File: src/design/tsq_pkg.sv
// Package for the two-stack queue: widths, request/status codes, command word type.
// No dependencies; tsq_front, tsq_back and the top level refer to it by scoped names.
`default_nettype none
package tsq_pkg;

   localparam int unsigned DATA_W        = 32;
   localparam int unsigned STATUS_W      = 2;
   localparam int unsigned STACK_DEPTH_D = 128;

   localparam logic ACT_ENQ = 1'b0;
   localparam logic ACT_DEQ = 1'b1;

   localparam logic [STATUS_W-1:0] STATUS_OK    = 2'd0;
   localparam logic [STATUS_W-1:0] STATUS_EMPTY = 2'd1;
   localparam logic [STATUS_W-1:0] STATUS_FULL  = 2'd2;

   localparam logic signed [DATA_W-1:0] EMPTY_ITEM = -32'sd1;
   localparam logic signed [DATA_W-1:0] ENQ_ITEM   = 32'sd0;

   typedef struct packed {
      logic                     deq;
      logic signed [DATA_W-1:0] value;
   } cmd_type;

endpackage
`default_nettype wire

File: src/design/tsq_front.sv
// Front end: accepts request words, classifies them and holds them in a two-entry queue.
// Depends on tsq_pkg for the command word type and action codes.
`default_nettype none
module tsq_front (
   input  wire logic                             clock,
   input  wire logic                             reset,
   input  wire logic                             req_valid,
   output logic                                  req_ready,
   input  wire logic                             req_action,
   input  wire logic signed [tsq_pkg::DATA_W-1:0] req_value,
   output logic                                  cmd_valid,
   output tsq_pkg::cmd_type                      cmd,
   input  wire logic                             cmd_ready
);

   tsq_pkg::cmd_type entry_ff [2];
   logic             wr_ptr_ff, wr_ptr_in;
   logic             rd_ptr_ff, rd_ptr_in;
   logic [1:0]       cnt_ff, cnt_in;
   logic             push, pop;
   tsq_pkg::cmd_type new_cmd;

   assign req_ready = (cnt_ff != 2'd2);
   assign cmd_valid = (cnt_ff != 2'd0);
   assign cmd       = entry_ff[rd_ptr_ff];
   assign push      = req_valid && req_ready;
   assign pop       = cmd_valid && cmd_ready;

   always_comb begin
      new_cmd.deq   = (req_action == tsq_pkg::ACT_DEQ);
      new_cmd.value = req_value;
   end

   always_comb begin
      wr_ptr_in = push ? ~wr_ptr_ff : wr_ptr_ff;
      rd_ptr_in = pop ? ~rd_ptr_ff : rd_ptr_ff;
      cnt_in    = cnt_ff + {1'b0, push} - {1'b0, pop};
   end

   always_ff @(posedge clock) begin
      if (reset) begin
         wr_ptr_ff <= 1'b0;
         rd_ptr_ff <= 1'b0;
         cnt_ff    <= 2'd0;
      end else begin
         wr_ptr_ff <= wr_ptr_in;
         rd_ptr_ff <= rd_ptr_in;
         cnt_ff    <= cnt_in;
      end
   end

   always_ff @(posedge clock) begin
      if (push) begin
         entry_ff[wr_ptr_ff] <= new_cmd;
      end
   end

endmodule
`default_nettype wire

File: config.mk
export PLATFORM = sky130hd
export DESIGN_NAME = tsq_front
export DESIGN_NICKNAME = d
export VERILOG_FILES = /design/src/design/tsq_pkg.sv /design/src/design/tsq_front.sv
export SDC_FILE = /design/constraint.sdc
export NUM_CORES = 1
export LEC_CHECK = 0
export BUFFER_PORTS_ARGS = -buffer_cell sky130_fd_sc_hd__buf_2
export CAP_MARGIN = 0
export CORE_MARGIN = 1
export CORE_UTILIZATION = 41
export CTS_CLUSTER_DIAMETER = 40
export DETAILED_ROUTE_END_ITERATION = 8
export HOLD_SLACK_MARGIN = 0.15
export SYNTH_ARGS = -nofsm -noshare
export SYNTH_HDL_FRONTEND = slang
export SYNTH_SLANG_ARGS = --single-unit
File: constraint.sdc
create_clock -name clock -period 5.2 [get_ports clock]
set_input_delay 1.56 -clock clock [delete_from_list [all_inputs] [get_ports clock]]
set_output_delay 1.56 -clock clock [all_outputs]
set_load 0.005 [all_outputs]
# Yosys cells after proc, flatten, opt, wreduce, memory -nomap -nowiden
# Memory sizes are Yosys's and may differ from the RTL's. A register that Yosys moved wholly into a read port is not among the register bits.
# Index checks and enable logic that the tools add are counted.
# totals
regBits,4
ram_bits,66
output_inout_bits,35
wordCells,16
mem_count,1
# classes
add_sub_neg,2
n_eq_ne,1
n_mux,4
bitwise_logic,2
n_reduce_logical,3
# mem_list
name,words,width,rd,rd_clocked_by_memory_dff,write_ports,line_no,source
entry_ff,2,33,1,1,1,tsq_front.sv:16,tsq_pkg::cmd_type entry_ff [2];
# ops
operator,n
1-bit two-way mux,4
2-bit by 1-bit adder with 2-bit output,1
1-bit logical AND,2
"2-bit inequality test, second input constant",1
1-bit NOT,2
2-bit nonzero test,1
2-bit by 1-bit subtractor with 2-bit output,1

# Longest topological paths before layout
# Gate-level depths: netlist of the first run.
# depth
word_depth,4
mapped_depth,8
mapped_depth_nobuf,8

# Worst setup path after synthesis of the first run
# Ideal clock, no wire load.
# synth_path
path_kind,input -> register
start,input req_valid
end,memory entry_ff[0][0] (netlist bit) (enable)
setup_ns,0.423
arrival_ns,3.021
t_required_ns,4.777
setup_slack_ns,1.756
cell_stages,2
path_buffers,0
cell_sequence,nand2_2 -> nor2_1
# synth_via
elab_chain_len,3
# synth_lines
item,line_no,source
start: declaration,tsq_front.sv:7,"input wire logic req_valid,"
1-bit logical AND,tsq_front.sv:26,assign push = req_valid && req_ready;
1-bit two-way mux,tsq_front.sv:53,if (push) begin
1-bit two-way mux (not written as such),tsq_front.sv:54,entry_ff[wr_ptr_ff] <= new_cmd;
end: declaration,tsq_front.sv:16,
# Every way passes these cells.

==> out/metrics.yaml, run 1 <==
share_of_the_yosys_chip_area_belonging_to_registers_pct: 75.7
cts-buffers-inserted: 9
grt_overflow: 0
hold_path_class: "flop to flop"
achievable-frequency_mhz: 287
placement.setup.worst_slack_ns: 2.04
critical_path.max_fanout: 33
die_ar_sq_um: 7040
i_o_pin_count: 72
grt_pass1_vias: 1499
synth.net_count: 166
die_span_in_y_um: 83.9
placed_area_sq_um: 3170
fillCellCount: 513
post_synth_num_cell_types: 16
syn_area_sq_um: 2750
dp.cells: 271
wl_per_cell_um: 15.1
netlist.area_leader.share_pct: 72.1
tightest_slew_ns: 1.08
cp_data_required_time_ns: 3.64
layout.cells.most_common_list: "sky130_fd_sc_hd__buf_2 (71), sky130_fd_sc_hd__edfxtp_1 (66), sky130_fd_sc_hd__mux2_4 (31)"
final_cell_count_no_fill: 287
post-synth-top-area-cell: "sky130_fd_sc_hd__edfxtp_1"
avgSynthCellArea_sq_um: 21.6
cts.path.max_buffers: 2
firstDrtPassIters: 6
p_leak_nw: 1.37
violations: "design-rule violations"
layout.cells.most_common: "sky130_fd_sc_hd__buf_2"
power_density_relative_to_cell_area_nw_per_um2: 499
place_congestion: 0.745
groute.usage.overall_pct: 13.4
start_kind: "flop"
outcome: "complete, but fails checks"
insertion_delay_ns: 0.33
crit_arrival_ns: 1.92
antenna_found_initial: 0
worstHoldStart: "rd_ptr_ff"
postLayoutCoreUtil_pct: 53.5
post_cts.resized_instances: 0
start_util_pct: 42.8
syn-instance-count: 127
drive_gt1_share_pct: 58.6
avgViaCountPerCell: 4.80
syn_to_final_growth_pct: 25.0
yosys-top-cells-area: "sky130_fd_sc_hd__edfxtp_1 (72%), sky130_fd_sc_hd__mux2_4 (17%), sky130_fd_sc_hd__dfxtp_1 (3.6%)"
detailroute.via_count: 1379
fp-row-count: 29
end_kind: "output pin"
drt_wl_total_mm: 4.34
worstSetupPathType: "flop to output pin"
cap_viol_max_count: 0
final_design_area_no_fill_sq_um: 3440
grt_setup_unrepaired: "no"
finalSetupViolCount: 0
layout_min_cycle_time_ns: 3.48
detail_route.drc_violations: 9
global_route_wire_length_before_repair_mm: 6.80
design.final.nets: 244
grt_max_degree: 34
postSynthRegisterBits: 71
rr_startpoint: "cnt_ff[0]"
slew_headroom_pct: 27.7
timing.final.max_slew_violations: 0
clock-skew-final_ns: 0.00565
die-width_um: 83.9
clkSlewWorstSetupHoldPaths_ns: 0.07
setup_total_negative_slack_ns: 0
max-vdd-ir-drop_mv: 0.311
detail-route-antenna-nets: 0
first_iter_violations: 76
portBuffers: 71
cts_hold_buf: 0
core_area_sq_um: 6420
timing.final.hold_violations: 0
clock_tree_from_tritoncts: "built"
setup_slack_ns: 1.72
post-cts-setup-buffers: 0
diodes: 0
cts_sinks: 71
finalCritPeriodShare_pct: 66.9
cts_root_buf: "sky130_fd_sc_hd__clkbuf_8"
cts.htree.levels: 3
yosysWarnings: 0
## Yosys cell counts
cell type and instances:
sky130_fd_sc_hd__and3_1 1, sky130_fd_sc_hd__buf_6 4, sky130_fd_sc_hd__dfxtp_1 5, sky130_fd_sc_hd__edfxtp_1 66, sky130_fd_sc_hd__ha_1 2, sky130_fd_sc_hd__inv_1 1, sky130_fd_sc_hd__mux2_1 3, sky130_fd_sc_hd__mux2_4 31
sky130_fd_sc_hd__nand2_2 1, sky130_fd_sc_hd__nand2b_2 1, sky130_fd_sc_hd__nor2_1 5, sky130_fd_sc_hd__nor2b_1 2, sky130_fd_sc_hd__o21a_2 1, sky130_fd_sc_hd__or2_1 1, sky130_fd_sc_hd__xnor2_1 2, sky130_fd_sc_hd__xor2_1 1
## kinds of logic after synthesis
kind of cell	share of synthesized area, %
muxes	18.2
xor gates and xnor gates	0.956
and+or+nand+nor	2.14
adders and majority gates	0.910
AOI/OAI and AO/OA	0.319
DFF	75.7
buffers and inverters	1.77
## power breakdown
| part | switching (mW) | internal, mW | leakage, nW |
|---|---|---|---|
| sequential | 0.0695 | 0.721 | 0.658 |
| clock | 0.191 | 0.381 | 0.134 |
| combinational | 0.132 | 0.219 | 0.579 |
| total | 0.393 | 1.32 | 1.37 |
## sequential cells by signal (all words and copies together), names as in the netlist, named ones only
name	flops
wr_ptr_ff	1
entry_ff	66
rd_ptr_ff	1
cnt_ff	2
## per-layer routing
| metal | vias to the layer above | GRT usage (%) | routed length [um] |
|---|---|---|---|
| li1 | 647 | - | - |
| met1 | 657 | 13.3 | 1690 |
| met2 | 59 | 23.1 | 2160 |
| met3 | 16 | 4.55 | 345 |
| met4 | 0 | 10.3 | 139 |
| met5 | - | 0 | 0 |
## area by class of cell
cell class | count | area (sq um) | share of cell area (%)
flip-flops and latches | 71 | 2080 | 60.6
well taps | 77 | 96.3 | 2.80
repair buffers | 71 | 355 | 10.3
multi-input cells | 51 | 627 | 18.2
clock buffers | 11 | 141 | 4.12
inverters | 1 | 3.75 | 0.109
clock inverters | 5 | 129 | 3.75
## path summary, 6_finish.rpt
check,slack (ns),endpoint,cells after the start
max reg2reg,3.43,entry_ff[0][31],3
min,0.52,rd_ptr_ff,2
min reg2reg,0.52,rd_ptr_ff,2
max,1.72,cmd[32],2
## critical path, stage by stage, from the launching register on
cell and delay [ns]:
sky130_fd_sc_hd__dfxtp_2 1.05, sky130_fd_sc_hd__mux2_1 0.40, sky130_fd_sc_hd__buf_2 0.13
## through the flow
step           hold slack (ns)  total power, mW
5_1_grt                  0.568             1.79
4_1_cts                  0.524             1.74
6_report                 0.516             1.71
3_3_place_gp             0.500             1.15
2_1_floorplan            0.480             1.03
3_5_place_dp             0.506             1.16
Note: power is estimated with default switching activity, not from simulation.
==> run 2, diff against run 1 <==
--- a/config.mk
+++ b/config.mk
@@ -5,6 +5,7 @@
 export SDC_FILE = /design/constraint.sdc
 export NUM_CORES = 1
 export LEC_CHECK = 0
+export ABC_AREA = 1
 export BUFFER_PORTS_ARGS = -buffer_cell sky130_fd_sc_hd__buf_2
 export CAP_MARGIN = 0
 export CORE_MARGIN = 1
==> constraint.sdc (replaced) <==
create_clock -name clock -period 3.6 [get_ports clock]
set_input_delay 1.08 -clock clock [delete_from_list [all_inputs] [get_ports clock]]
set_output_delay 1.08 -clock clock [all_outputs]
set_load 0.005 [all_outputs]
==> run 2 against run 1 <==
- the run still ends with design-rule violations left
- clock skew rose by 0.0014 ns
- final cell count rose by 5.6%
- largest cell class unchanged
- sequential power increased by 41%
- hold slack gained 0.0029 ns
- non-clock buffer count grew 3
- critical path depth grew 1
- sequential cell count unchanged
- via count rose by 1.9%
- critical path type unchanged
- largest power group unchanged
- clock power grew 16%
- wire length is 2.2% higher
==> out/metrics.yaml, run 2 <==
finalCritPeriodShare_pct: 77.5
grt_setup_unrepaired: "no"
avgViaCountPerCell: 4.64
crit_arrival_ns: 1.71
design.final.nets: 260
drt_wl_total_mm: 4.44
fraction_of_power_spent_switching_nets_pct: 25.2
slew_headroom_pct: 65.8
met2_length_mm: 2.22
cp_data_required_time_ns: 2.52
crit_path_cells: "buf_12 > mux2_4 > buf_2"
antenna_found_initial: 0
i_o_pin_count: 72
largest_register_ff_count: 66
tightest_slew_ns: 0.513
timing.final.hold_violations: 0
cts.path.max_buffers: 2
synth_enable_flop_cells: 66
pwr-share-comb_pct: 23.7
routedLengthMet1_mm: 1.81
yosysWarnings: 0
clock_tree_from_tritoncts: "built"
detail_route.drc_violations: 4
diodes: 0
power_density_relative_to_cell_area_nw_per_um2: 682
syn-instance-count: 140
hold-worst-slack_ns: 0.519
drive_gt1_share_pct: 54.4
rr_startpoint: "cnt_ff[0]"
cp_top_family: "flip-flops"
p_leak_nw: 1.39
fillCellCount: 561
global_route_wire_length_before_repair_mm: 6.94
route.top_layer_used: "met4"
portBuffers: 71
start_kind: "flop"
max-vdd-ir-drop_mv: 0.361
firstDrtPassIters: 8
cts_root_buf: "sky130_fd_sc_hd__clkbuf_8"
clock-skew-final_ns: 0.00710
start_util_pct: 43.1
detail-route-antenna-nets: 0
layout_min_cycle_time_ns: 2.79
grt_overflow: 0
place_congestion: 0.747
groute.usage.overall_pct: 13.6
synthArstFlopShare_pct: 0
top_register: "entry_ff"
hold_path_class: "flop to flop"
wl_per_cell_um: 14.6
postSynthRegisterBits: 71
cts_sinks: 71
layout.cells.most_common_list: "sky130_fd_sc_hd__buf_2 (71), sky130_fd_sc_hd__edfxtp_1 (66), sky130_fd_sc_hd__mux2_4 (30)"
post_cts.resized_instances: 0
worstHoldStart: "rd_ptr_ff"
layout.cells.most_common: "sky130_fd_sc_hd__buf_2"
syn_area_sq_um: 2780
critPathBufInv: 2
route.met3.wl_um: 313
largestRegisters: "entry_ff (66), cnt_ff (2)"
share_of_the_yosys_chip_area_belonging_to_registers_pct: 74.9
synth_top_flop_cell: "sky130_fd_sc_hd__edfxtp_1"
detailroute.via_count: 1405
p_sw_uw: 588
achievable-frequency_mhz: 358
clkSlewWorstSetupHoldPaths_ns: 0.07
cts.htree.levels: 3
die-width_um: 84.4
syn_to_final_growth_pct: 22.9
die_ar_sq_um: 7120
synth.net_count: 179
setup_total_negative_slack_ns: 0
cpPeakStageDelay_ns: 0.66
clock_power_share_pct: 28.6
critPathSlowestCell: "sky130_fd_sc_hd__dfxtp_2"
grt_pass1_vias: 1416
pwr-share-seq_pct: 47.7
grt_max_degree: 34
die_span_in_y_um: 84.4
dpl.hpwl_mm: 2.92
insertion_delay_ns: 0.34
post_synth_num_cell_types: 12
end_kind: "output pin"
cellInternalPower_mw: 1.74
fp-row-count: 29
critical_path.max_fanout: 19
cts_hold_buf: 0
cts-buffers-inserted: 9
cap_viol_max_count: 0
finalSetupViolCount: 0
violations: "design-rule violations"
first_iter_violations: 113
outcome: "complete, but fails checks"
avgSynthCellArea_sq_um: 19.9
synthMostInstantiatedCell: "sky130_fd_sc_hd__edfxtp_1"
core_area_sq_um: 6460
netlist.area_leader.share_pct: 71.3
synth_common_cells: "sky130_fd_sc_hd__edfxtp_1 (66), sky130_fd_sc_hd__mux2_4 (30), sky130_fd_sc_hd__nor2_1 (9)"
worstSetupPathType: "flop to output pin"
timing.final.max_slew_violations: 0
yosys-top-cells-area: "sky130_fd_sc_hd__edfxtp_1 (71%), sky130_fd_sc_hd__mux2_4 (16%), sky130_fd_sc_hd__dfxtp_1 (3.6%)"
post-synth-top-area-cell: "sky130_fd_sc_hd__edfxtp_1"
post-cts-setup-buffers: 0
==> run 2: changes by cell type after synthesis, moves of 3 or more <==
cell                      before  now
sky130_fd_sc_hd__buf_6         4    1
sky130_fd_sc_hd__buf_12        0    3
sky130_fd_sc_hd__nand3_1       0    3
sky130_fd_sc_hd__mux2_2        0    3
sky130_fd_sc_hd__nand2_1       0    8
sky130_fd_sc_hd__inv_1         1    8
sky130_fd_sc_hd__mux2_1        3    0
sky130_fd_sc_hd__nor2_1        5    9
==> run 2: worst min-delay path: stages (launching register included) <==
cell	delay [ns]
sky130_fd_sc_hd__dfxtp_1	0.34
sky130_fd_sc_hd__nor2_1	0.06
sky130_fd_sc_hd__nor2_1	0.09
==> run 2: cell type report <==
type | instances | area [sq um] | area share, %
Sequential cell | 71 | 2080 | 61.0
Inverter | 8 | 30.0 | 0.879
Multi-Input combinational cell | 57 | 606 | 17.7
Tap cell | 77 | 96.3 | 2.82
Clock inverter | 7 | 87.6 | 2.56
Clock buffer | 9 | 124 | 3.63
Timing Repair Buffer | 74 | 390 | 11.4
==> run 2: path summary, 6_finish.rpt <==
check	slack, ns	depth (start not counted)	end
hold / removal	0.52	2	rd_ptr_ff
setup reg to reg	2.05	10	cnt_ff[1]
setup / recovery	0.81	3	cmd[8]
hold reg to reg	0.52	2	rd_ptr_ff
==> run 2: through the flow <==
step / std cells / setup WS (ns) / util, % / total power, mW / cell area (sq um)
after global routing: 303 / 0.705 / 52.9 / 2.46 / 3420
after detailed placement: 287 / 1.14 / 49.6 / 1.69 / 3210
final: 303 / 0.810 / 52.9 / 2.33 / 3420
after floorplan: 140 / 0.632 / - / 1.52 / 2780
after CTS: 303 / 0.749 / 52.9 / 2.36 / 3420
after global placement: 287 / 1.15 / 49.6 / 1.69 / 3210
==> run 2: cell families (layout without fill, tap and decap cells) <==
kind of cell	Yosys count	in the layout	share of synthesized area [%]
flops	71	71	74.9
compound gates	2	2	0.360
simple gates	20	20	2.83
mux	33	33	17.4
buf+inv	12	98	3.64
fa+ha+maj	2	2	0.900
==> run 2: power by group through the flow <==
| stage | logic [mW] | registers (mW) | clock network (mW) |
|---|---|---|---|
| 4_1_cts | 0.562 | 1.11 | 0.688 |
| 5_1_grt | 0.612 | 1.12 | 0.727 |
| 6_report | 0.552 | 1.11 | 0.666 |
| 3_5_place_dp | 0.561 | 1.13 | 0 |
| 3_3_place_gp | 0.558 | 1.13 | 0 |
| 2_1_floorplan | 0.421 | 1.09 | 0 |
==> run 2: per-layer routing <==
layer / track usage [%] / up-vias
met4: 7.40 / 0
met1: 15.5 / 673
li1: - / 683
met5: 0 / -
met3: 5.80 / 10
met2: 22.0 / 39
==> run 3, diff against run 2 <==
--- a/config.mk
+++ b/config.mk
@@ -13,6 +13,7 @@
 export CTS_CLUSTER_DIAMETER = 40
 export DETAILED_ROUTE_END_ITERATION = 8
 export HOLD_SLACK_MARGIN = 0.15
+export PLACE_DENSITY = 0.67
 export SYNTH_ARGS = -nofsm -noshare
 export SYNTH_HDL_FRONTEND = slang
 export SYNTH_SLANG_ARGS = --single-unit
==> constraint.sdc (replaced) <==
create_clock -name clock -period 2.4 [get_ports clock]
set_input_delay 0.72 -clock clock [delete_from_list [all_inputs] [get_ports clock]]
set_output_delay 0.72 -clock clock [all_outputs]
set_load 0.005 [all_outputs]
==> run 3 against run 2 <==
- the flow still finishes with violations (design-rule violations)
- non-clock buffer count grew 1
- register-to-register slack got worse by 1.2 ns
- sequential cell count unchanged
- global-route usage decreased by 0.084 points
- total power increased by 46%
- final cell count rose by 0.33%
- hold slack got worse by 0.0036 ns
- sequential power up 49%
- clock skew rose by 0.00096 ns
- die area unchanged
- wire length up 1.1%
- via count grew 1.1%
- critical path type unchanged
- largest cell class unchanged
==> out/metrics.yaml, run 3 (synthesis results as in run 2) <==
detailroute.via_count: 1421
clock-skew-final_ns: 0.00805
grt_setup_unrepaired: "no"
max-vdd-ir-drop_mv: 0.528
i_o_pin_count: 72
timing.final.max_slew_violations: 0
hold-worst-slack_ns: 0.515
core_area_sq_um: 6460
avgViaCountPerCell: 4.67
timing.final.hold_violations: 0
finalSetupViolCount: 0
end_kind: "output pin"
clock_tree_from_tritoncts: "built"
detail-route-antenna-nets: 0
slew_headroom_pct: 69.5
top_register: "entry_ff"
cts.path.max_buffers: 2
worstSetupPathType: "flop to output pin"
design.final.nets: 261
place_congestion: 0.697
finalCritPeriodShare_pct: 95.1
grt_pass1_vias: 1344
layout_min_cycle_time_ns: 2.28
power_mw: 3.41
post_cts.resized_instances: 0
start_util_pct: 43.1
diodes: 0
layout.cells.most_common_list: "sky130_fd_sc_hd__buf_2 (71), sky130_fd_sc_hd__edfxtp_1 (66), sky130_fd_sc_hd__mux2_4 (30)"
tightest_slew_ns: 0.457
cap_viol_max_count: 0
fp-row-count: 29
cts_sinks: 71
drive_gt1_share_pct: 55.5
global_route_wire_length_before_repair_mm: 6.95
dpl.hpwl_mm: 3.04
fillCellCount: 544
cts_hold_buf: 0
drt_wl_total_mm: 4.48
cp_data_required_time_ns: 1.68
firstDrtPassIters: 6
outcome: "complete, but fails checks"
hold_path_class: "flop to flop"
portBuffers: 71
antenna_found_initial: 0
achievable-frequency_mhz: 438
insertion_delay_ns: 0.34
die_span_in_y_um: 84.4
post-cts-setup-buffers: 0
start_kind: "flop"
largestRegisters: "entry_ff (66), cnt_ff (2)"
largest_register_ff_count: 66
cts-buffers-inserted: 9
wl_per_cell_um: 14.8
seq_area_sq_um: 2080
violations: "design-rule violations"
die_ar_sq_um: 7120
syn_to_final_growth_pct: 22.7
setup_total_negative_slack_ns: 0
p_leak_nw: 1.40
grt_overflow: 0
power_density_relative_to_cell_area_nw_per_um2: 999
groute.usage.overall_pct: 13.6
grt_max_degree: 34
cts.htree.levels: 3
cts_root_buf: "sky130_fd_sc_hd__clkbuf_8"
crit_arrival_ns: 1.56
multi_input_comb_area_sq_um: 606
first_iter_violations: 92
critical_path.max_fanout: 14
die-width_um: 84.4
clkSlewWorstSetupHoldPaths_ns: 0.06
layout.cells.most_common: "sky130_fd_sc_hd__buf_2"
detail_route.drc_violations: 12
==> run 3: power by group <==
group	leakage (nW)	internal, mW	switching (mW)
Sequential	0.658	1.57	0.0820
Clock	0.103	0.472	0.422
Combinational	0.636	0.485	0.379
Total	1.40	2.53	0.883
==> run 3: area by class of cell <==
class	instances	share of cell area (%)
sequential	71	61.0
multi-input combinational	57	17.7
timing repair buffer	75	12.0
clock buffer	9	3.63
tap	77	2.82
clock inverter	7	1.87
inverter	8	0.880
==> run 3: routing by layer <==
metal	global-route usage (%)	part of all wire, %	vias up
met5	0	0	-
met4	8.32	2.1	0
met3	4.23	5.2	6
met2	21.8	52	40
met1	16.1	41	688
li1	-	-	687
==> run 3: worst paths after layout <==
kind                                 from         to  slack (ns)  depth (start not counted)
worst max-delay path                 flop     cmd[0]        0.12                          3
worst min-delay path            rd_ptr_ff  rd_ptr_ff        0.52                          2
worst max register to register  cnt_ff[0]  cnt_ff[1]        0.85                         10
worst min register to register  rd_ptr_ff  rd_ptr_ff        0.52                          2
==> run 3: metrics by stage <==
step	instance area [sq um]	std cells	utilization [%]	setup WS, ns
6_report	3410	304	52.8	0.119
5_1_grt	3410	304	52.8	0.0357
4_1_cts	3410	304	52.8	0.0709
3_5_place_dp	3230	288	49.9	0.449
3_3_place_gp	3230	288	49.9	0.482
2_1_floorplan	2780	140	-	0.336
==> run 3: worst max-delay path, cell delays in order, from the launching register on <==
cell and delay, ns:
sky130_fd_sc_hd__dfxtp_2 0.54, sky130_fd_sc_hd__buf_12 0.21, sky130_fd_sc_hd__mux2_2 0.35, sky130_fd_sc_hd__buf_2 0.13
